===== src/rtl/core/sobel_pkg.sv =====
// ----------------------------------------------------------------------------
// sobel_pkg
// Shared constants and types of the 3x3 sobel edge magnitude filter.
// ----------------------------------------------------------------------------
package sobel_pkg;

  localparam int unsigned PixW       = 8;
  localparam int unsigned MaxWidth   = 512;
  localparam int unsigned MaxHeight  = 4096;
  localparam int unsigned MinDim     = 3;
  localparam int unsigned ColW       = $clog2(MaxWidth);
  localparam int unsigned RowW       = $clog2(MaxHeight);
  localparam int unsigned WidthRegW  = 10;
  localparam int unsigned HeightRegW = 13;
  localparam int unsigned ApbDataW   = 32;
  localparam int unsigned ApbAddrW   = 3;
  localparam int unsigned QueueDepth = 4;

  localparam logic [WidthRegW-1:0]  WidthReset  = WidthRegW'(512);
  localparam logic [HeightRegW-1:0] HeightReset = HeightRegW'(512);

  // register index, taken from paddr[2]
  typedef enum logic {
    RegImageWidth  = 1'b0,
    RegImageHeight = 1'b1
  } reg_idx_e;

  typedef logic [PixW-1:0] pix_t;

  // window as it leaves the front, centre pixel dropped (weight zero in both kernels)
  typedef struct packed {
    pix_t            p00;
    pix_t            p01;
    pix_t            p02;
    pix_t            p10;
    pix_t            p12;
    pix_t            p20;
    pix_t            p21;
    pix_t            p22;
    logic [RowW-1:0] row;
    logic [ColW-1:0] col;
    logic            last;
  } q_entry_t;

  typedef struct packed {
    logic full;
    logic nearly_full;
    logic not_empty;
  } q_stat_t;

endpackage


===== src/rtl/core/sobel_back.sv =====
// ----------------------------------------------------------------------------
// sobel_back
// Pops windows, forms |gx|+|gy| saturated to 8 bits, and holds the result in
// the output register until the receiver takes it.
// ----------------------------------------------------------------------------
module sobel_back (
  input  logic                         clk_i,
  input  logic                         rst_ni,
  input  sobel_pkg::q_stat_t           q_stat_i,
  output logic                         pop_o,
  input  sobel_pkg::q_entry_t          pop_data_i,
  output logic                         out_valid_o,
  input  logic                         out_stall_i,
  output logic [sobel_pkg::PixW-1:0]   magnitude_o,
  output logic [sobel_pkg::RowW-1:0]   centre_row_o,
  output logic [sobel_pkg::ColW-1:0]   centre_col_o,
  output logic                         frame_last_o
);

  import sobel_pkg::*;

  localparam int unsigned SumW = PixW + 2;

  q_entry_t         e;
  logic [SumW-1:0]  gx_pos;
  logic [SumW-1:0]  gx_neg;
  logic [SumW-1:0]  gy_pos;
  logic [SumW-1:0]  gy_neg;
  logic [SumW-1:0]  gx_abs;
  logic [SumW-1:0]  gy_abs;
  logic [SumW:0]    mag_sum;
  pix_t             mag_sat;

  logic             out_valid_q;
  pix_t             magnitude_q;
  logic [RowW-1:0]  row_q;
  logic [ColW-1:0]  col_q;
  logic             last_q;

  assign e = pop_data_i;

  // weight-2 taps enter as a one-bit left shift
  assign gx_pos = SumW'(e.p02) + SumW'({e.p12, 1'b0}) + SumW'(e.p22);
  assign gx_neg = SumW'(e.p00) + SumW'({e.p10, 1'b0}) + SumW'(e.p20);
  assign gy_pos = SumW'(e.p00) + SumW'({e.p01, 1'b0}) + SumW'(e.p02);
  assign gy_neg = SumW'(e.p20) + SumW'({e.p21, 1'b0}) + SumW'(e.p22);

  assign gx_abs  = (gx_pos >= gx_neg) ? gx_pos - gx_neg : gx_neg - gx_pos;
  assign gy_abs  = (gy_pos >= gy_neg) ? gy_pos - gy_neg : gy_neg - gy_pos;
  assign mag_sum = (SumW+1)'(gx_abs) + (SumW+1)'(gy_abs);
  assign mag_sat = (mag_sum > (SumW+1)'(255)) ? PixW'(255) : mag_sum[PixW-1:0];

  assign pop_o = q_stat_i.not_empty && (!out_valid_q || !out_stall_i);

  always_ff @(posedge clk_i or negedge rst_ni) begin
    if (!rst_ni) begin
      out_valid_q <= 1'b0;
    end else if (!out_valid_q || !out_stall_i) begin
      out_valid_q <= q_stat_i.not_empty;
    end
  end

  always_ff @(posedge clk_i) begin
    if (pop_o) begin
      magnitude_q <= mag_sat;
      row_q       <= e.row;
      col_q       <= e.col;
      last_q      <= e.last;
    end
  end

  assign out_valid_o  = out_valid_q;
  assign magnitude_o  = magnitude_q;
  assign centre_row_o = row_q;
  assign centre_col_o = col_q;
  assign frame_last_o = last_q;

endmodule


===== config.mk =====
export PLATFORM = sky130hd
export DESIGN_NAME = sobel_back
export DESIGN_NICKNAME = d
export VERILOG_FILES = /design/src/rtl/core/sobel_pkg.sv /design/src/rtl/core/sobel_back.sv
export SDC_FILE = /design/constraint.sdc
export NUM_CORES = 1
export LEC_CHECK = 0
export ABC_CLOCK_PERIOD_IN_PS = 9640
export BUFFER_PORTS_ARGS = -buffer_cell sky130_fd_sc_hd__buf_4
export CORE_MARGIN = 2
export CORE_UTILIZATION = 59
export DETAILED_ROUTE_END_ITERATION = 10
export GPL_TIMING_DRIVEN = 0
export PLACE_DENSITY = 0.88
export SYNTH_ARGS = -nofsm -noshare
export SYNTH_HDL_FRONTEND = slang
export SYNTH_SLANG_ARGS = --single-unit

===== constraint.sdc =====
create_clock -name clk_i -period 9.64 [get_ports clk_i]
set_clock_uncertainty 0.2 [all_clocks]
set_input_delay 0.482 -clock clk_i [delete_from_list [all_inputs] [get_ports clk_i]]
set_output_delay 0.482 -clock clk_i [all_outputs]
set_load 0.03 [all_outputs]

# Word level (Yosys, flattened, before mapping)
# Index checks and enable logic that the tools add are counted.
[totals]
output_inout_bits = 32
wordCells = 27
register_bits = 31
inputBits = 92
[classes]
mux = 2
magnitude_cmp = 3
addsub = 13
reduce_logical = 4
[ops]
columns = ["operator", "count"]
rows = [
  ["$add A10 B8 Y10", 4],
  ["$add A8 B9 Y10", 4],
  ["$sub A10 B10 Y10", 4],
  ["$ge A10 B10 Y1", 2],
  ["$mux W10", 2],
  ["$add A10 B10 Y11", 1],
  ["$gt A11 B8 Y1 const B", 1],
  ["$logic_not A1 Y1", 2],
  ["$logic_and A1 B1 Y1", 1],
  ["$logic_or A1 B1 Y1", 1],
]

# Logic depth before layout (Yosys ltp)
[logic_depth]
word_depth = 6
ltp_mapped = 30

# Worst setup path before layout
# No wires, ideal clock.
[synth_path]
path_type = "in2reg"
start = "input pop_data_i[23] (netlist bit)"
end = "register magnitude_q[0], in the netlist magnitude_o[0], data pin"
setup_time_ns = 0.258
path_stages = 26
arrival_time_ns = 5.652
required_time_ns = 9.182
slack_ns = 3.530
cell_sequence = "inv_1 -> fa_1 -> inv_1 -> ha_1 -> fa_1 -> a21o_1 -> a21oi_1 -> o21bai_1 -> a21oi_1 -> xnor2_1 -> ha_1 -> buf_2 -> and4_1 -> nand2_1 -> o31ai_1 -> a41o_1 -> buf_6 -> mux2_2 -> fa_1 -> a21o_1 -> a21oi_1 -> nand2b_1 -> a21oi_1 -> mux2i_1 -> o211a_1 -> nand2b_1"
[synth_between]
elab_chain_cells = 5
elab_cells_between_ends = 12
classes_between = "7 x add/sub; 3 x order compare; 2 x mux"
[synth_lines]
columns = ["element", "line", "rtl"]
rows = [
  ["start, declared", "sobel_back.sv:11", "input sobel_pkg::q_entry_t pop_data_i,"],
  ["$add A10 B8 Y10, on equally long branches", "sobel_back.sv:43, sobel_back.sv:46", ""],
  ["$sub A10 B10 Y10 (tied with other cells)", "sobel_back.sv:48", "assign gx_abs = (gx_pos >= gx_neg) ? gx_pos - gx_neg : gx_neg - gx_pos;"],
  ["$mux W10, on equally long branches", "sobel_back.sv:48, sobel_back.sv:49", ""],
  ["$add A10 B10 Y11 *", "sobel_back.sv:50", "assign mag_sum = (SumW+1)'(gx_abs) + (SumW+1)'(gy_abs);"],
  ["$gt A11 B8 Y1", "sobel_back.sv:51", "assign mag_sat = (mag_sum > (SumW+1)'(255)) ? PixW'(255) : mag_sum[PixW-1:0];"],
  ["end signal, assigned", "sobel_back.sv:65", "magnitude_q <= mag_sat;"],
  ["end, declared", "sobel_back.sv:35", "pix_t magnitude_q;"],
]
# Mark *: on every way between the ends. The rest lies on a longest branch, timed or not.
# A chain may end at the register's enable or synchronous reset.

# Final worst setup path
[layout_path]
start = "input pop_data_i[23] (netlist bit)"
end = "register magnitude_q[1], in the netlist magnitude_o[1], data pin"
# The elaborated chain is that of the path after synthesis.

==> results.yml <==
worst_setup_path:
  path_class: "in -> reg"
  cpPeakStageDelay_ps: 560
  critical_path.most_common_cell: "sky130_fd_sc_hd__a21oi_1"
  critical-path-slowest-cell: "sky130_fd_sc_hd__fa_1"
  rr_endpoint: "magnitude_o[5]"
  r2r_slack_ps: 7880
  crit_cells: 27
  timing.critical_path.arrival_ps: 6550
  worst_ep_required_time_ps: 9460
  timing.critical_path.to_type: "flop"
  worst_path_dominant_cell_family: "compound AO/OA/AOI/OAI gates"
  reg2reg_from: "out_valid_o"
  worstPathBufferInverterCount: 5
  worstPathMaxFanout: 10
  timing.critical_path.from_type: "input port"
  r2r_cells: 1
timing:
  hold_violations: 0
  rsz_0062_raised_after_global_routing: "false"
  timing.final.max_slew_violations: 0
  period_needed_ps: 6731
  finalCritPeriodShare: 0.6982
  tightest_slew_ps: 951.7
  final-setup-viol-count: 0
  totalNegativeSetupSlack_ps: 0
  maxClockFrequency_mhz: 148.6
  maxSlewHeadroom: 0.3640
clock_tree:
  cts_resized: 0
  cts-htree-levels: 2
  clk_latency_ps: 270
  clock-root-buffer: "sky130_fd_sc_hd__clkbuf_8"
  cts_tree: "yes"
  worst_setup_hold_path_clk_slew_ps: 60
  clk_path_buf_depth: 2
  number_of_buffers_inserted_during_clock_tree_synthesis: 5
  tritoncts_num_sinks: 31
min_path:
  holdCritStartpoint: "pop_data_i[13]"
  worst_hold_path.endpoint: "centre_row_o[3]"
  hold_path_depth: 1
  timing.hold.worst.class: "in -> reg"
synth:
  netlist_instances: 498
  post_synth_design_cell_area_um2: 4787
  synth.yosys.seq_area_share: 0.1934
  synth.lib_cells_used.distinct: 46
  synthesis.area_per_instance_um2: 9.613
  ys.warnings.count: 0
  synth-async-reset-ratio: 0.03226
  synth_edf_count: 30
  synth_flop_cell: "sky130_fd_sc_hd__edfxtp_1"
  ffs_latches_synth: 31
  syn_nets: 711
route:
  drt-pass1-iter-count: 4
  postRouteWirelength_mm: 12.16
  average_vias_per_placed_instance: 5.604
  post-route-drc-count: 0
  drt-initial-drc-count: 170
  wire_per_inst_um: 16.68
  antenna_left: 0
  routed-via-count: 4085
global_route:
  grt_usage: 0.2908
  grt_overflow_total: 0
  grt_pass1_wl_mm: 20.03
  pin_count_of_the_biggest_net_entering_global_routing: 32
  first_global_vias: 4290
  antenna_violations_before_repair: 0
status:
  run_status: "completed"
placed_design:
  post-dp-hpwl_mm: 10.52
  port_buffers: 121
  place.gp.congestion: 0.9495
  dpl.cell_count: 721
  dpl-instance-area_um2: 5834
floorplanning:
  io_pins: 124
  fp-row-count: 32
  die_area_um2: 8850
  core_area_um2: 7807
  die-height_um: 94.08
  floorplan.initialDensity: 0.6131
  floorplan.die.width_um: 94.08
final_layout:
  post_route_cells_drive_above_1_share: 0.2233
  final_area_um2: 5922
  layout-area-overhead-vs-synth_pct: 23.71
  nNetsFinal: 840
  num_antenna_cells: 0
  instances_no_fill: 729
run:
  count_of_maximum_capacitance_violations: 0
pwr:
  fin_total_pwr_w: 0.002140
  cellPowerDensity_nw_per_um2: 361.4
  total_leakage_power_nw: 2.961
  worst_ir_drop_vdd_v: 0.0002941
[stage by stage]
stage          hold WS (ps)  worst slack (ps)  utilization
5_1_grt               168.5              2450       0.7585
4_1_cts               170.1              2947       0.7585
6_report              179.1              2909       0.7585
2_1_floorplan        -13.59              3530            -
3_3_place_gp          56.72              2806       0.7458
3_5_place_dp          58.62              2654       0.7473
[layer usage]
layer,part of all wire,wire [um],global-route usage,vias up
li1,-,-,-,1981
met1,0.39,4769,0.3306,1905
met2,0.52,6339,0.5524,165
met3,0.058,701,0.04173,34
met4,0.029,350,0.09662,0
met5,0,0,0,-
[layout make-up]
type	instances	area [um2]
multi-input cells	392	3575
fillers	565	1886
flip-flops and latches	31	925.9
repair buffers	122	918.4
inverters	66	247.7
well taps	102	127.6
clock buffers	5	68.82
plain buffers	9	50.05
clock inverters	2	8.758
[state kept, by name, summed over array words and instances, names as in the netlist]
| register | cells |
|---|---|
| magnitude_o | 8 |
| centre_row_o | 12 |
| centre_col_o | 9 |
| out_valid_o | 1 |
| frame_last_o | 1 |
[synthesized netlist by cell type (2+ instances only)]
master                      n  share of area
sky130_fd_sc_hd__ha_1      84           0.22
sky130_fd_sc_hd__inv_1     66          0.052
sky130_fd_sc_hd__fa_1      37           0.15
sky130_fd_sc_hd__a21oi_1   35          0.037
sky130_fd_sc_hd__edfxtp_1  30           0.19
sky130_fd_sc_hd__a21o_1    29          0.045
sky130_fd_sc_hd__nor2_1    22          0.017
sky130_fd_sc_hd__o21ai_0   22          0.023
sky130_fd_sc_hd__xnor2_1   22          0.040
sky130_fd_sc_hd__xor2_1    21          0.038
sky130_fd_sc_hd__nand2_1   20          0.016
sky130_fd_sc_hd__mux2i_1   12          0.025
sky130_fd_sc_hd__nor2b_1   12          0.016
sky130_fd_sc_hd__nor3_1    11          0.011
sky130_fd_sc_hd__nand2b_1   8          0.010
sky130_fd_sc_hd__o21a_1     6         0.0094
sky130_fd_sc_hd__mux2_2     5          0.012
sky130_fd_sc_hd__a211oi_1   4         0.0063
sky130_fd_sc_hd__a31oi_1    4         0.0052
sky130_fd_sc_hd__buf_2      4         0.0042
sky130_fd_sc_hd__nand3_1    4         0.0042
sky130_fd_sc_hd__o21bai_1   4         0.0063
sky130_fd_sc_hd__a21boi_0   3         0.0047
sky130_fd_sc_hd__clkbuf_1   3         0.0024
sky130_fd_sc_hd__nor4_1     3         0.0039
sky130_fd_sc_hd__o41ai_1    3         0.0055
sky130_fd_sc_hd__and2_1     2         0.0026
sky130_fd_sc_hd__nand4_1    2         0.0026
sky130_fd_sc_hd__o21ai_1    2         0.0021
sky130_fd_sc_hd__o221ai_1   2         0.0037
[where the power goes]
| group | leakage [nW] | switching [W] | internal (W) |
|---|---|---|---|
| Clock | 0.0414 | 0.0000438 | 0.0000479 |
| Combinational | 2.64 | 0.00104 | 0.000809 |
| Sequential | 0.282 | 0.00000514 | 0.000189 |
| Total | 2.96 | 0.00109 | 0.00105 |
[logic make-up (layout without fill, tap and decap cells)]
logic type      after synthesis  after routing  share of synthesized area
compound gates              123            123                     0.1644
xor+xnor                     43             43                    0.07867
fa+ha+maj                   121            121                     0.3743
buf+inv                      75            204                    0.06221
flops                        31             31                     0.1934
mux                          17             17                    0.03685
simple gates                 88             88                    0.09017
[what timing repair did]
item / in CTS / in global routing
hold buffers: 1 / 0
setup buffers: 0 / 0
setup endpoints to repair: 0 / 0
endpoints found under the hold margin: 1 / 0
[how the worst max path moves through the flow]
stage	startpoint	end	slack (ps)
3_3_place_gp	pop_data_i[23]	magnitude_o[0]	2810
2_1_floorplan	pop_data_i[23]	magnitude_o[0]	3530
4_1_cts	pop_data_i[23]	magnitude_o[1]	2950
6_report	pop_data_i[23]	magnitude_o[1]	2910
5_1_grt	pop_data_i[23]	magnitude_o[2]	2450
3_5_place_dp	pop_data_i[23]	magnitude_o[1]	2650
[cell usage in the layout, fill, tap and decap left out, types with 2 or more instances in the layout]
cell and instances:
sky130_fd_sc_hd__o41ai_1 3, sky130_fd_sc_hd__nor2b_1 12, sky130_fd_sc_hd__xor2_1 21, sky130_fd_sc_hd__a21oi_1 35
sky130_fd_sc_hd__a21o_1 29, sky130_fd_sc_hd__buf_4 122, sky130_fd_sc_hd__nand2_1 20, sky130_fd_sc_hd__o221ai_1 2
sky130_fd_sc_hd__a211oi_1 4, sky130_fd_sc_hd__mux2i_1 12, sky130_fd_sc_hd__xnor2_1 22, sky130_fd_sc_hd__nand4_1 2
sky130_fd_sc_hd__mux2_2 5, sky130_fd_sc_hd__inv_1 66, sky130_fd_sc_hd__nor3_1 11, sky130_fd_sc_hd__o21bai_1 4
sky130_fd_sc_hd__nand2b_1 8, sky130_fd_sc_hd__nor4_1 3, sky130_fd_sc_hd__and2_1 2, sky130_fd_sc_hd__nand3_1 4
sky130_fd_sc_hd__buf_2 4, sky130_fd_sc_hd__a21boi_0 2, sky130_fd_sc_hd__ha_1 84, sky130_fd_sc_hd__nor2_1 22
sky130_fd_sc_hd__a31oi_1 4, sky130_fd_sc_hd__clkbuf_8 5, sky130_fd_sc_hd__o21ai_1 2, sky130_fd_sc_hd__edfxtp_1 30
sky130_fd_sc_hd__o21ai_0 22, sky130_fd_sc_hd__o21a_1 6, sky130_fd_sc_hd__fa_1 37, sky130_fd_sc_hd__clkbuf_1 3
Note: power is estimated with default switching activity, not from simulation.
