`src/rtl/core/sobel_pkg.sv`:
```
// ----------------------------------------------------------------------------
// sobel_pkg
// Shared constants and types of the 3x3 sobel edge magnitude filter.
// ----------------------------------------------------------------------------
package sobel_pkg;

  localparam int unsigned PixW       = 8;
  localparam int unsigned MaxWidth   = 512;
  localparam int unsigned MaxHeight  = 4096;
  localparam int unsigned MinDim     = 3;
  localparam int unsigned ColW       = $clog2(MaxWidth);
  localparam int unsigned RowW       = $clog2(MaxHeight);
  localparam int unsigned WidthRegW  = 10;
  localparam int unsigned HeightRegW = 13;
  localparam int unsigned ApbDataW   = 32;
  localparam int unsigned ApbAddrW   = 3;
  localparam int unsigned QueueDepth = 4;

  localparam logic [WidthRegW-1:0]  WidthReset  = WidthRegW'(512);
  localparam logic [HeightRegW-1:0] HeightReset = HeightRegW'(512);

  // register index, taken from paddr[2]
  typedef enum logic {
    RegImageWidth  = 1'b0,
    RegImageHeight = 1'b1
  } reg_idx_e;

  typedef logic [PixW-1:0] pix_t;

  // window as it leaves the front, centre pixel dropped (weight zero in both kernels)
  typedef struct packed {
    pix_t            p00;
    pix_t            p01;
    pix_t            p02;
    pix_t            p10;
    pix_t            p12;
    pix_t            p20;
    pix_t            p21;
    pix_t            p22;
    logic [RowW-1:0] row;
    logic [ColW-1:0] col;
    logic            last;
  } q_entry_t;

  typedef struct packed {
    logic full;
    logic nearly_full;
    logic not_empty;
  } q_stat_t;

endpackage

```
`src/rtl/core/sobel_fifo.sv`:
```
// ----------------------------------------------------------------------------
// sobel_fifo
// Short queue of windows between the front and the gradient back end.
// ----------------------------------------------------------------------------
module sobel_fifo #(
  parameter int unsigned Depth = sobel_pkg::QueueDepth
) (
  input  logic                clk_i,
  input  logic                rst_ni,
  input  logic                push_i,
  input  sobel_pkg::q_entry_t push_data_i,
  input  logic                pop_i,
  output sobel_pkg::q_entry_t pop_data_o,
  output sobel_pkg::q_stat_t  q_stat_o
);

  import sobel_pkg::*;

  localparam int unsigned PtrW = $clog2(Depth);
  localparam int unsigned CntW = $clog2(Depth + 1);

  q_entry_t        slot_q [Depth];
  logic [PtrW-1:0] wr_ptr_q;
  logic [PtrW-1:0] rd_ptr_q;
  logic [CntW-1:0] count_q;
  logic            do_push;
  logic            do_pop;

  assign do_push = push_i && (count_q != CntW'(Depth));
  assign do_pop  = pop_i && (count_q != '0);

  always_ff @(posedge clk_i or negedge rst_ni) begin
    if (!rst_ni) begin
      wr_ptr_q <= '0;
      rd_ptr_q <= '0;
      count_q  <= '0;
    end else begin
      if (do_push) begin
        wr_ptr_q <= (wr_ptr_q == PtrW'(Depth - 1)) ? '0 : wr_ptr_q + PtrW'(1);
      end
      if (do_pop) begin
        rd_ptr_q <= (rd_ptr_q == PtrW'(Depth - 1)) ? '0 : rd_ptr_q + PtrW'(1);
      end
      unique case ({do_push, do_pop})
        2'b10:   count_q <= count_q + CntW'(1);
        2'b01:   count_q <= count_q - CntW'(1);
        default: count_q <= count_q;
      endcase
    end
  end

  always_ff @(posedge clk_i) begin
    if (do_push) begin
      slot_q[wr_ptr_q] <= push_data_i;
    end
  end

  assign pop_data_o           = slot_q[rd_ptr_q];
  assign q_stat_o.full        = (count_q == CntW'(Depth));
  assign q_stat_o.nearly_full = (count_q >= CntW'(Depth - 1));
  assign q_stat_o.not_empty   = (count_q != '0);

endmodule

```
`config.mk`:
```
export PLATFORM = sky130hd
export DESIGN_NAME = sobel_fifo
export DESIGN_NICKNAME = d
export VERILOG_FILES = /design/src/rtl/core/sobel_pkg.sv /design/src/rtl/core/sobel_fifo.sv
export SDC_FILE = /design/constraint.sdc
export NUM_CORES = 1
export LEC_CHECK = 0
export BUFFER_PORTS_ARGS = -buffer_cell sky130_fd_sc_hd__buf_2
export CAP_MARGIN = 20
export CORE_ASPECT_RATIO = 0.7
export CORE_MARGIN = 10
export CORE_UTILIZATION = 64
export CTS_BUF_LIST = sky130_fd_sc_hd__clkbuf_2 sky130_fd_sc_hd__clkbuf_4 sky130_fd_sc_hd__clkbuf_8
export CTS_CLUSTER_SIZE = 20
export DETAILED_ROUTE_END_ITERATION = 16
export HOLD_SLACK_MARGIN = 0.1
export PLACE_DENSITY = 0.84
export REMOVE_ABC_BUFFERS = 1
export SETUP_SLACK_MARGIN = 0.02
export SYNTH_ARGS = -nofsm -noshare
export SYNTH_HDL_FRONTEND = slang
export SYNTH_SLANG_ARGS = --single-unit
```
`constraint.sdc`:
```
create_clock -name clk_i -period 6.5 [get_ports clk_i]
set_clock_uncertainty 0.15 [all_clocks]
set_input_delay 0.65 -clock clk_i [delete_from_list [all_inputs] [get_ports clk_i]]
set_output_delay 0.65 -clock clk_i [all_outputs]
set_load 0.1 [all_outputs]
```
# Yosys cells after proc, flatten, opt, wreduce, memory -nomap -nowiden
# Memory sizes are Yosys's and may differ from the RTL's.
# Cells that the tools add are included.
totals:
  memories: 1
  in_bits: 90
  ramBits: 344
  register_bits: 7
  elab_cells: 24
  output_inout_bits: 89
memory_table:
  columns: ["name", "words", "width", "read_ports", "rd_clocked_by_memory_dff", "wr", "line", "source"]
  rows:
  - ["slot_q", 4, 86, 1, 0, 1, "sobel_fifo.sv:22", "q_entry_t slot_q [Depth];"]
classes:
  eq_ne: 6
  mux: 5
  addsub: 4
  n_lt_le_gt_ge: 1
  reduce_logical: 4
op_table:
  columns: ["op", "n"]
  rows:
  - ["2-bit equality test, second input constant", 3]
  - ["3-bit one-hot mux with 2 select lines", 1]
  - ["2-bit by 1-bit adder with 2-bit output, second input constant", 2]
  - ["2-bit two-way mux", 2]
  - ["3-bit by 1-bit adder with 3-bit output, second input constant", 1]
  - ["3-bit equality test, second input constant", 1]
  - ["3-bit by 2-bit greater-or-equal comparator with 1-bit output, second input constant", 1]
  - ["3-bit inequality test, second input constant", 1]
  - ["3-bit nonzero test", 1]
  - ["3-bit by 1-bit subtractor with 3-bit output, second input constant", 1]
  - ["2-bit by 1-bit equality test with 1-bit output, second input constant", 1]
  - ["1-bit logical AND", 2]
  - ["1-bit two-way mux", 2]
  - ["2-bit nonzero test", 1]

# Depth between registers and ports, before layout
# Gate-level depths: netlist of run 1.
logic_depth:
  depth_word: 4
  mapped_depth: 9
  ltp_nobuf: 9

# Worst setup path before layout of run 1
# No wires, ideal clock.
synth_path:
  kind: "reg2reg"
  from: "register count_q[0]"
  to: "register count_q[1]"
  arrival_time_ns: 2.212
  stages_incl_launch_ff: 8
  required_time_ns: 6.267
  path_slack_ns: 4.055
  setup_time_ns: 0.083
  synth_period_minus_slack_ns: 2.445
  n_path_buf: 0
  cell_sequence: "dfrtp_1 or3_2 nand2_1 inv_1 ha_1 inv_1 fa_1 o21ai_0"
synth_rtl:
  columns: ["item", "line", "source"]
  rows:
  - ["start, declared", "sobel_fifo.sv:25", "logic [CntW-1:0] count_q;"]
  - ["start signal, assigned", "sobel_fifo.sv:45", "2'b10: count_q <= count_q + CntW'(1);"]
  - ["start signal, assigned", "sobel_fifo.sv:46", "2'b01: count_q <= count_q - CntW'(1);"]
  - ["start signal, assigned", "sobel_fifo.sv:47", "default: count_q <= count_q;"]

==> summary.log, run 1 <==
[clock_tree] H-Tree Level Count 2
[sta] count of endpoints failing hold in the final timing report 0
[sta] total of endpoints with negative setup slack in the final report 0
[place] port bufs 178
[critical_path] CP Data Required Time 5.70 ns
[routing] total via count in the routed design 5,956
[logic_synthesis] synthesized area per cell 26.1 um2
[sta] final clock period utilization by the worst path 57.8%
[routing] final routed wire length divided by cell count 24.2 um
[routing] Residual DRC 0
[place] HPWL reported at the end of detailed placement 15.5 mm
[global_route] aggregate global routing overflow 0
[global_route] number of global-route vias before repair 6,552
[floorplan] std cell rows 43
[floorplan] starting density of the core 65.1%
[floorplan] floorplan die width 189 um
[sta] max-slew violation count 0
[clock_tree] number of clock sinks 351
[outcome] result of the run finished, final reports clean
[layout] fillcell total 1,077
[critical_path] worst-path fanout max 33
[clock_tree] buffer depth of the longest clock path 3
[routing] aggregate routed wire length 24.8 mm
[routing] antenna-violating nets left 0
[layout] Syn-to-layout area delta 17.0%
[worst_hold_path] worst min-delay path class primary input to flip-flop
[layout] fraction of final layout cells sized beyond drive strength 1 48.8%
[logic_synthesis] netlist area before placement 12,800 um2
[floorplan] count of pins on the block boundary 179
[layout] end-of-flow core utilization 76.1%
[logic_synthesis] share of synthesized area occupied by flip-flops and latches 81.8%
[floorplan] die area 26,200 um2
[logic_synthesis] unique cell type count in the Yosys netlist 21
[routing] vias per cell 5.83
[clock_tree] number of clock buffers inserted by TritonCTS 49
[clock_tree] clock transition at the registers of the reported paths 0.06 ns
[floorplan] Die Span Y 139 um
[sta] achievable clock frequency 266 MHz
[sta] unrepaired setup endpoints after global routing false
[flow_run] Max Cap Violations 0
[logic_synthesis] top cell type's share of synthesized area 80.4%
[place] placed cell areas 14,000 um2
[clock_tree] number of gates given a new drive strength after cts 0
[sta] headroom to the max-slew limit 35.0%
[global_route] largest net degree at the start of global routing 66
[clock_tree] clock latency on the worst-skew pair 0.56 ns
[sta] accumulated negative setup slack 0 ns
[sta] slew at the pin with the worst max-slew slack 0.975 ns
[critical_path] kind of capture point of the worst setup path output port
[critical_path] Worst EP arrival 2.96 ns
[routing] number of detailed-routing iterations run before antenna repair 5
[routing] number of DRC markers after the initial detailed-route iteration 423
[global_route] antenna violations before repair 6
[logic_synthesis] post-synthesis instance total 493
[logic_synthesis] largest cells by area after synthesis edfxtp_1 80%, mux4_2 15%, dfrtp_1 1.4%, ha_1 0.58%, buf_2 0.47%
[logic_synthesis] top cell type by total area after synthesis edfxtp_1
[clock_tree] CTS tree yes
[logic_synthesis] flop and latch count out of synthesis 351
[place] routability cong. 0.767
[floorplan] core area 19,700 um2
[global_route] Global Route Usage Sum 18.8%
[global_route] wire length of the first global-routing pass 38.0 mm
[logic_synthesis] count of synthesis-stage warnings from yosys 0
[critical_path] critical path startpoint category flip-flop
[clock_tree] master cell of the clock root buffer clkbuf_8
[critical_path] crit path kind flip-flop to output port
[layout] Post-Layout Inst Area 15,000 um2
[layout] Final Net Count 808
[sta] min Tclk post-route 3.76 ns
sequential cells by signal, indices dropped and copies added (netlist names):
name and flops:
wr_ptr_q 2, slot_q 344, rd_ptr_q 2, count_q 3
logic make-up (layout without fill, tap and decap cells):
kind of cell | after synthesis | after routing | synth area share, %
xor gates and xnor gates | 3 | 3 | 0.205
adders and majority gates | 7 | 7 | 0.740
DFF | 351 | 351 | 81.8
muxes | 90 | 90 | 15.5
and+or+nand+nor | 12 | 12 | 0.594
buffers and inverters | 28 | 283 | 1.11
other | 0 | 4 | 0
AOI/OAI and AO/OA | 2 | 2 | 0.107
metal layers:
layer	GRT usage, %	up-vias	wire length (um)
met3	7.76	32	2530
met5	0	-	50
li1	-	2558	-
met1	24.5	3093	10000
met4	5.08	8	269
met2	29.0	265	11900
Yosys cell counts:
| cell type | instances |
|---|---|
| or3b_4 | 1 |
| fa_1 | 1 |
| clkbuf_1 | 5 |
| nor2_1 | 3 |
| ha_1 | 6 |
| mux4_2 | 86 |
| buf_2 | 12 |
| buf_6 | 3 |
| nand2_1 | 2 |
| xnor2_1 | 1 |
| or3_2 | 1 |
| mux2_2 | 2 |
| inv_1 | 8 |
| mux2_4 | 2 |
| and2_4 | 1 |
| xor2_1 | 2 |
| edfxtp_1 | 344 |
| a21o_2 | 1 |
| dfrtp_1 | 7 |
| o21ai_0 | 1 |
| and3_2 | 4 |
area by class of cell:
cell class,instances,area [um2],area share (%)
flip-flops and latches,351,10500,69.9
multi-input cells,114,2220,14.7
repair buffers,187,981,6.53
clock buffers,69,856,5.69
well taps,270,338,2.25
clock inverters,19,86.3,0.574
inverters,8,30.0,0.200
diodes,4,10.0,0.0666
stage by stage:
stage	setup WS, ns	std cells	hold WS, ns
2_1_floorplan	1.32	473	0.204
4_1_cts	2.42	1017	0.122
3_5_place_dp	3.03	928	0.346
5_1_grt	2.53	1018	0.138
3_3_place_gp	3.11	928	0.338
6_report	2.74	1022	0.159
what timing repair did:
| action | in CTS | in global routing |
|---|---|---|
| buffers inserted | 0 | 0 |
| hold buffers | 1 | 0 |
| endpoints found under the hold margin | 7 | 0 |
path summary, 6_finish.rpt:
path / from / to / slack, ns / cells past startpoint
worst max register to register: count_q[2] / slot_q[0][0] / 3.92 / 3
min in group asynchronous: rst_ni / wr_ptr_q[0] / 0.31 / 2
worst min-delay path: push_data_i[81] / slot_q[2][81] / 0.16 / 1
max in group asynchronous: rst_ni / rd_ptr_q[0] / 5.70 / 2
worst min register to register: count_q[2] / count_q[2] / 0.37 / 1
worst max-delay path: rd_ptr_q[0] / pop_data_o[48] / 2.74 / 4
cell usage in the layout, fill, tap and decap left out, types with 2 or more instances in the layout:
| cell | n |
|---|---|
| and3_4 | 4 |
| clkinv_1 | 9 |
| edfxtp_1 | 344 |
| inv_1 | 8 |
| xor2_1 | 2 |
| ha_1 | 6 |
| buf_4 | 7 |
| clkinv_2 | 9 |
| clkbuf_8 | 54 |
| mux4_2 | 86 |
| clkbuf_4 | 15 |
| nor2_1 | 3 |
| mux2_2 | 2 |
| diode_2 | 4 |
| nand2_1 | 2 |
| dfrtp_4 | 2 |
| dfrtp_1 | 5 |
| mux2_4 | 2 |
| buf_2 | 178 |
worst max-delay path: stages (launching register included):
cell and delay, ns:
dfrtp_4 0.72, buf_16 0.32, buf_4 0.43, mux4_2 0.58, buf_2 0.31
Power of run 1 is not shown: default switching activity piles up to over one toggle a cycle in this logic, so the estimate is an artifact.
==> run 2: changes to the inputs <==
--- a/config.mk
+++ b/config.mk
@@ -5,16 +5,17 @@
 export SDC_FILE = /design/constraint.sdc
 export NUM_CORES = 1
 export LEC_CHECK = 0
+export ABC_AREA = 1
 export BUFFER_PORTS_ARGS = -buffer_cell sky130_fd_sc_hd__buf_2
 export CAP_MARGIN = 20
 export CORE_ASPECT_RATIO = 0.7
 export CORE_MARGIN = 10
-export CORE_UTILIZATION = 64
+export CORE_UTILIZATION = 60
 export CTS_BUF_LIST = sky130_fd_sc_hd__clkbuf_2 sky130_fd_sc_hd__clkbuf_4 sky130_fd_sc_hd__clkbuf_8
 export CTS_CLUSTER_SIZE = 20
 export DETAILED_ROUTE_END_ITERATION = 16
 export HOLD_SLACK_MARGIN = 0.1
-export PLACE_DENSITY = 0.84
+export PLACE_DENSITY = 0.78
 export REMOVE_ABC_BUFFERS = 1
 export SETUP_SLACK_MARGIN = 0.02
 export SYNTH_ARGS = -nofsm -noshare
==> constraint.sdc (replaced) <==
create_clock -name clk_i -period 3.6 [get_ports clk_i]
set_clock_uncertainty 0.15 [all_clocks]
set_input_delay 0.36 -clock clk_i [delete_from_list [all_inputs] [get_ports clk_i]]
set_output_delay 0.36 -clock clk_i [all_outputs]
set_load 0.1 [all_outputs]
==> run 2 against run 1 <==
Utilization fell by 0.96 points. Synthesized cell count rose by 120%. Hold slack improved by 0.17 ns. Critical path depth did not move. Via count rose by 49%. Critical endpoint is now pop_data_o[15].
==> summary.log, run 2 <==
[layout] Final Net Count 1,447
[routing] aggregate routed wire length 30.4 mm
[layout] Syn-to-layout area delta 22.3%
[flow_run] Max Cap Violations 0
[clock_tree] number of gates given a new drive strength after cts 0
[clock_tree] clock transition at the registers of the reported paths 0.06 ns
[logic_synthesis] most used flip-flop cell after synthesis edfxtp_1
[floorplan] core area 22,800 um2
[layout] fraction of final layout cells sized beyond drive strength 1 20.4%
[sta] unrepaired setup endpoints after global routing false
[place] routability cong. 0.734
[routing] Residual DRC 0
[clock_tree] master cell of the clock root buffer clkbuf_8
[logic_synthesis] post-synthesis instance total 1,064
[logic_synthesis] Async S/R FF share, synth 1.99%
[clock_tree] CTS tree yes
[floorplan] count of pins on the block boundary 179
[clock_tree] number of clock buffers inserted by TritonCTS 51
[layout] top library cells by usage in the layout, fill and taps aside 344 x edfxtp_1, 273 x nand2_1, 186 x inv_1
[critical_path] ordered list of cells on the worst path buf_12 -> o211ai_1 -> nand2_1 -> buf_2
[floorplan] die area 29,900 um2
[critical_path] CP Data Required Time 3.09 ns
[sta] headroom to the max-slew limit 25.6%
[layout] leading cell type in the layout, fill and taps excluded edfxtp_1
[routing] number of detailed-routing iterations run before antenna repair 4
[sta] total of endpoints with negative setup slack in the final report 0
[clock_tree] Post CTS Setup Buffer Count 0
[worst_hold_path] worst min-delay path class flip-flop to flip-flop
[global_route] largest net degree at the start of global routing 97
[outcome] result of the run finished, final reports clean
[place] port bufs 178
[sta] min Tclk post-route 3.34 ns
[routing] total via count in the routed design 8,860
[sta] final clock period utilization by the worst path 92.9%
[critical_path] Worst Path Buf+Inv 2
[logic_synthesis] count of synthesis-stage warnings from yosys 0
[sta] achievable clock frequency 299 MHz
[layout] fillcell total 1,411
[critical_path] worst-path fanout max 96
[logic_synthesis] most numerous cell types in the synthesized netlist 344 x edfxtp_1, 273 x nand2_1, 186 x inv_1, 172 x o211ai_1, 45 x buf_2
[clock_tree] clock latency on the worst-skew pair 0.55 ns
[logic_synthesis] top cell type by total area after synthesis edfxtp_1
[layout] top flop regs slot_q: 344 flops, count_q: 3 flops
[logic_synthesis] most instantiated library cell after synthesis edfxtp_1
[logic_synthesis] largest cells by area after synthesis edfxtp_1 74%, o211ai_1 9.2%, nand2_1 7.3%, inv_1 5.0%, buf_2 1.6%
[critical_path] kind of capture point of the worst setup path output port
[global_route] wire length of the first global-routing pass 47.3 mm
[layout] Largest register FFs 344
[logic_synthesis] share of synthesized area occupied by flip-flops and latches 75.0%
[critical_path] slowest cell on the critical path dfrtp_4
[global_route] antenna violations before repair 0
[layout] register bank with the most flops slot_q
[floorplan] starting density of the core 61.4%
[critical_path] critical path startpoint category flip-flop
[place] HPWL reported at the end of detailed placement 17.2 mm
[clock_tree] buffer depth of the longest clock path 3
[logic_synthesis] top cell type's share of synthesized area 73.8%
[sta] max-slew violation count 0
[routing] final routed wire length divided by cell count 18.0 um
[routing] number of DRC markers after the initial detailed-route iteration 576
[floorplan] std cell rows 46
[sta] count of endpoints failing hold in the final timing report 0
[routing] antenna-violating nets left 0
[logic_synthesis] flop and latch count out of synthesis 351
[critical_path] Worst EP arrival 2.83 ns
[logic_synthesis] netlist area before placement 14,000 um2
[clock_tree] H-Tree Level Count 2
[critical_path] crit path kind flip-flop to output port
[sta] accumulated negative setup slack 0 ns
[clock_tree] quantity of hold-fixing buffers added after cts 90
[floorplan] floorplan die width 203 um
[critical_path] Crit path largest cell delay 1.11 ns
[clock_tree] number of clock sinks 351
[floorplan] Die Span Y 148 um
[logic_synthesis] synthesized area per cell 13.2 um2
[routing] vias per cell 5.24
[global_route] aggregate global routing overflow 0
[global_route] number of global-route vias before repair 8,792
[logic_synthesis] number of flops mapped to enable cells by yosys 344
[critical_path] cell family with most CP delay flip-flops
[global_route] Global Route Usage Sum 19.7%
[sta] slew at the pin with the worst max-slew slack 1.12 ns
[logic_synthesis] unique cell type count in the Yosys netlist 17
## run 2: area by class of cell
class	count	area [um2]	area share, %
timing repair buffer	290	2060	12.0
multi-input combinational	469	2520	14.7
sequential	351	10500	61.4
clock buffer	73	880	5.14
antenna	1	2.50	0.0146
clock inverter	9	60.1	0.351
inverter	187	703	4.11
tap	312	390	2.28
## run 2: layer usage
layer  GRT usage, %  share of wire (%)  up-vias
met1           25.3                 41     4184
met5              0                  0        -
met2           32.3                 48      365
li1               -                  -     4262
met4           5.06                1.4        0
met3           5.68                9.0       49
## run 2: cell families (layout without fill, tap and decap cells)
kind of cell | count (synthesis) | count (layout) | synth area share [%]
adder cells (fa/ha/maj) | 7 | 7 | 0.679
AND/OR/NAND/NOR | 287 | 287 | 7.77
flip-flops | 351 | 351 | 75.0
XOR/XNOR | 1 | 1 | 0.0626
AO/OA/AOI/OAI | 174 | 174 | 9.29
other | 0 | 1 | 0
buffers and inverters | 244 | 559 | 7.16
## run 2: final timing paths
kind | cells past startpoint | endpoint | start | slack (ns)
min in group asynchronous | 3 | rd_ptr_q[0] | rst_ni | 0.62
max in group asynchronous | 3 | rd_ptr_q[1] | rst_ni | 2.39
worst min-delay path | 1 | count_q[0] | count_q[0] | 0.32
worst max register to register | 5 | slot_q[0][2] | count_q[0] | 1.14
worst max-delay path | 4 | pop_data_o[15] | rd_ptr_q[0] | 0.26
worst min register to register | 1 | count_q[0] | count_q[0] | 0.32
## run 2: through the flow
step | setup WS, ns | utilization (%) | hold WS [ns] | cells | area, um2
4_1_cts | 0.263 | 75.1 | 0.329 | 1691 | 17100
6_report | 0.255 | 75.2 | 0.325 | 1692 | 17100
3_5_place_dp | 0.906 | 67.1 | 0.0664 | 1519 | 15300
3_3_place_gp | 0.940 | 67.1 | 0.0658 | 1519 | 15300
2_1_floorplan | -3.61 | - | -0.0856 | 1007 | 13700
5_1_grt | 0.0911 | 75.1 | 0.351 | 1691 | 17100
Power of run 2 is left out for the same reason.
==> run 3: changes to the inputs <==
--- a/config.mk
+++ b/config.mk
@@ -10,12 +10,12 @@
 export CAP_MARGIN = 20
 export CORE_ASPECT_RATIO = 0.7
 export CORE_MARGIN = 10
-export CORE_UTILIZATION = 60
+export CORE_UTILIZATION = 64
 export CTS_BUF_LIST = sky130_fd_sc_hd__clkbuf_2 sky130_fd_sc_hd__clkbuf_4 sky130_fd_sc_hd__clkbuf_8
 export CTS_CLUSTER_SIZE = 20
 export DETAILED_ROUTE_END_ITERATION = 16
 export HOLD_SLACK_MARGIN = 0.1
-export PLACE_DENSITY = 0.78
+export PLACE_DENSITY = 0.83
 export REMOVE_ABC_BUFFERS = 1
 export SETUP_SLACK_MARGIN = 0.02
 export SYNTH_ARGS = -nofsm -noshare
==> constraint.sdc (replaced) <==
create_clock -name clk_i -period 4.3 [get_ports clk_i]
set_clock_uncertainty 0.15 [all_clocks]
set_input_delay 0.43 -clock clk_i [delete_from_list [all_inputs] [get_ports clk_i]]
set_output_delay 0.43 -clock clk_i [all_outputs]
set_load 0.1 [all_outputs]
==> run 3 against run 2 <==
Setup slack improved by 0.59 ns. Utilization is 4.2 points higher. Count of clock-buffer cells in the layout grew 2. Global-route usage rose by 3.3 points. Via count increased by 2.5%. Sequential share of layout area shrank 0.081 points. Highest routed layer unchanged. Flip-flop and latch count unchanged. Die area fell by 5.5%. Non-clock buffer count shrank 5. Hold slack improved by 0.0027 ns.
==> summary.log, run 3 (same netlist as run 2, synthesis figures left out) <==
[global_route] aggregate global routing overflow 0
[floorplan] die area 28,300 um2
[critical_path] critical path launch point rd_ptr_q[1]
[place] port bufs 178
[critical_path] worst-path fanout max 49
[sta] slew at the pin with the worst max-slew slack 0.791 ns
[clock_tree] number of clock sinks 351
[layout] register bank with the most flops slot_q
[layout] Largest register FFs 344
[worst_hold_path] worst min-delay path class flip-flop to flip-flop
[sta] min Tclk post-route 3.45 ns
[routing] Residual DRC 0
[global_route] wire length of the first global-routing pass 50.9 mm
[critical_path] critical path startpoint category flip-flop
[global_route] largest net degree at the start of global routing 76
[sta] accumulated negative setup slack 0 ns
[clock_tree] buffer depth of the longest clock path 3
[sta] Final Hold Slack 0.327 ns
[layout] end-of-flow core utilization 79.3%
[routing] total via count in the routed design 9,079
[layout] fraction of final layout cells sized beyond drive strength 1 20.6%
[routing] number of detailed-routing iterations run before antenna repair 5
[clock_tree] clock latency on the worst-skew pair 0.55 ns
[clock_tree] Post CTS Setup Buffer Count 0
[routing] final routed wire length divided by cell count 19.4 um
[sta] total of endpoints with negative setup slack in the final report 0
[layout] Final Net Count 1,442
[clock_tree] H-Tree Level Count 2
[layout] top flop regs slot_q: 344 flops, count_q: 3 flops
[floorplan] starting density of the core 64.8%
[layout] fillcell total 1,156
[floorplan] Die Span Y 144 um
[critical_path] kind of capture point of the worst setup path output port
[sta] achievable clock frequency 290 MHz
[global_route] antenna violations before repair 2
[layout] top library cells by usage in the layout, fill and taps aside 344 x edfxtp_1, 273 x nand2_1, 186 x inv_1
[worst_hold_path] hold path startpoint count_q[0]
[floorplan] std cell rows 45
[critical_path] crit path kind flip-flop to output port
[floorplan] floorplan die width 197 um
[clock_tree] number of clock buffers inserted by TritonCTS 51
[routing] aggregate routed wire length 32.3 mm
[floorplan] count of pins on the block boundary 179
[floorplan] core area 21,600 um2
[layout] Post-Layout Inst Area 17,200 um2
[clock_tree] master cell of the clock root buffer clkbuf_8
[clock_tree] CTS tree yes
[routing] antenna-violating nets left 0
[critical_path] Worst EP arrival 2.87 ns
[place] placed cell areas 15,200 um2
[sta] final clock period utilization by the worst path 80.3%
[critical_path] R2R setup slack 1.54 ns
[layout] leading cell type in the layout, fill and taps excluded edfxtp_1
[flow_run] Max Cap Violations 0
[layout] Syn-to-layout area delta 22.5%
[clock_tree] clock transition at the registers of the reported paths 0.06 ns
[outcome] result of the run finished, final reports clean
[global_route] Global Route Usage Sum 23.0%
[routing] number of DRC markers after the initial detailed-route iteration 782
[critical_path] CP Data Required Time 3.72 ns
[routing] vias per cell 5.44
[place] HPWL reported at the end of detailed placement 17.6 mm
[sta] max-slew violation count 0
[sta] unrepaired setup endpoints after global routing false
[critical_path] startpoint of the worst register-to-register path count_q[1]
[sta] headroom to the max-slew limit 47.2%
[sta] count of endpoints failing hold in the final timing report 0
[place] routability cong. 0.774
[global_route] number of global-route vias before repair 9,265
==> run 3: cell count changes in the layout (fill, tap and decap cells not counted), sizes merged <==
cell,delta
buf,-6
clkinv,+5
bufinv,+3
clkbuf,+2
diode,+1
dlygate4sd3,+1
==> run 3: cell type report <==
type | instances | area, um2 | area share (%)
Sequential cell | 351 | 10500 | 61.3
Clock buffer | 75 | 895 | 5.22
Antenna cell | 2 | 5.00 | 0.0292
Clock inverter | 17 | 175 | 1.02
Timing Repair Buffer | 285 | 1980 | 11.6
Tap cell | 282 | 353 | 2.06
Multi-Input combinational cell | 469 | 2520 | 14.7
Inverter | 187 | 703 | 4.10
==> run 3: metal layers <==
layer  GRT usage [%]  vias up  share of wire (%)
li1                -     4263                  -
met1            29.7     4361                 40
met2            39.0      419                 50
met3            5.37       36                8.6
met4            5.28        0                1.2
met5               0        -                  0
==> run 3: metrics by stage <==
step	setup WS (ns)	cells
after CTS	0.825	1666
after global placement	1.46	1483
after floorplan	-2.98	1007
after detailed placement	1.41	1483
after global routing	0.699	1667
final	0.846	1668
==> run 3: final timing paths <==
check | to | depth (start not counted)
worst max register to register | slot_q[2][38] | 5
worst max-delay path | pop_data_o[65] | 5
min in group asynchronous | rd_ptr_q[1] | 3
worst min register to register | count_q[0] | 1
max in group asynchronous | count_q[0] | 4
worst min-delay path | count_q[0] | 1
==> run 3: critical path, stage by stage, from the launching register on <==
cell	delay [ns]
dfrtp_4	0.42
buf_4	0.43
buf_4	0.63
o211ai_1	0.24
nand2_1	0.15
buf_2	0.44
==> run 3: timing repair <==
item	4_1_cts	5_1_grt
hold buffers	91	0
endpoints found under the hold margin	355	0
gates resized for setup	0	0
Power of run 3 is left out for the same reason.
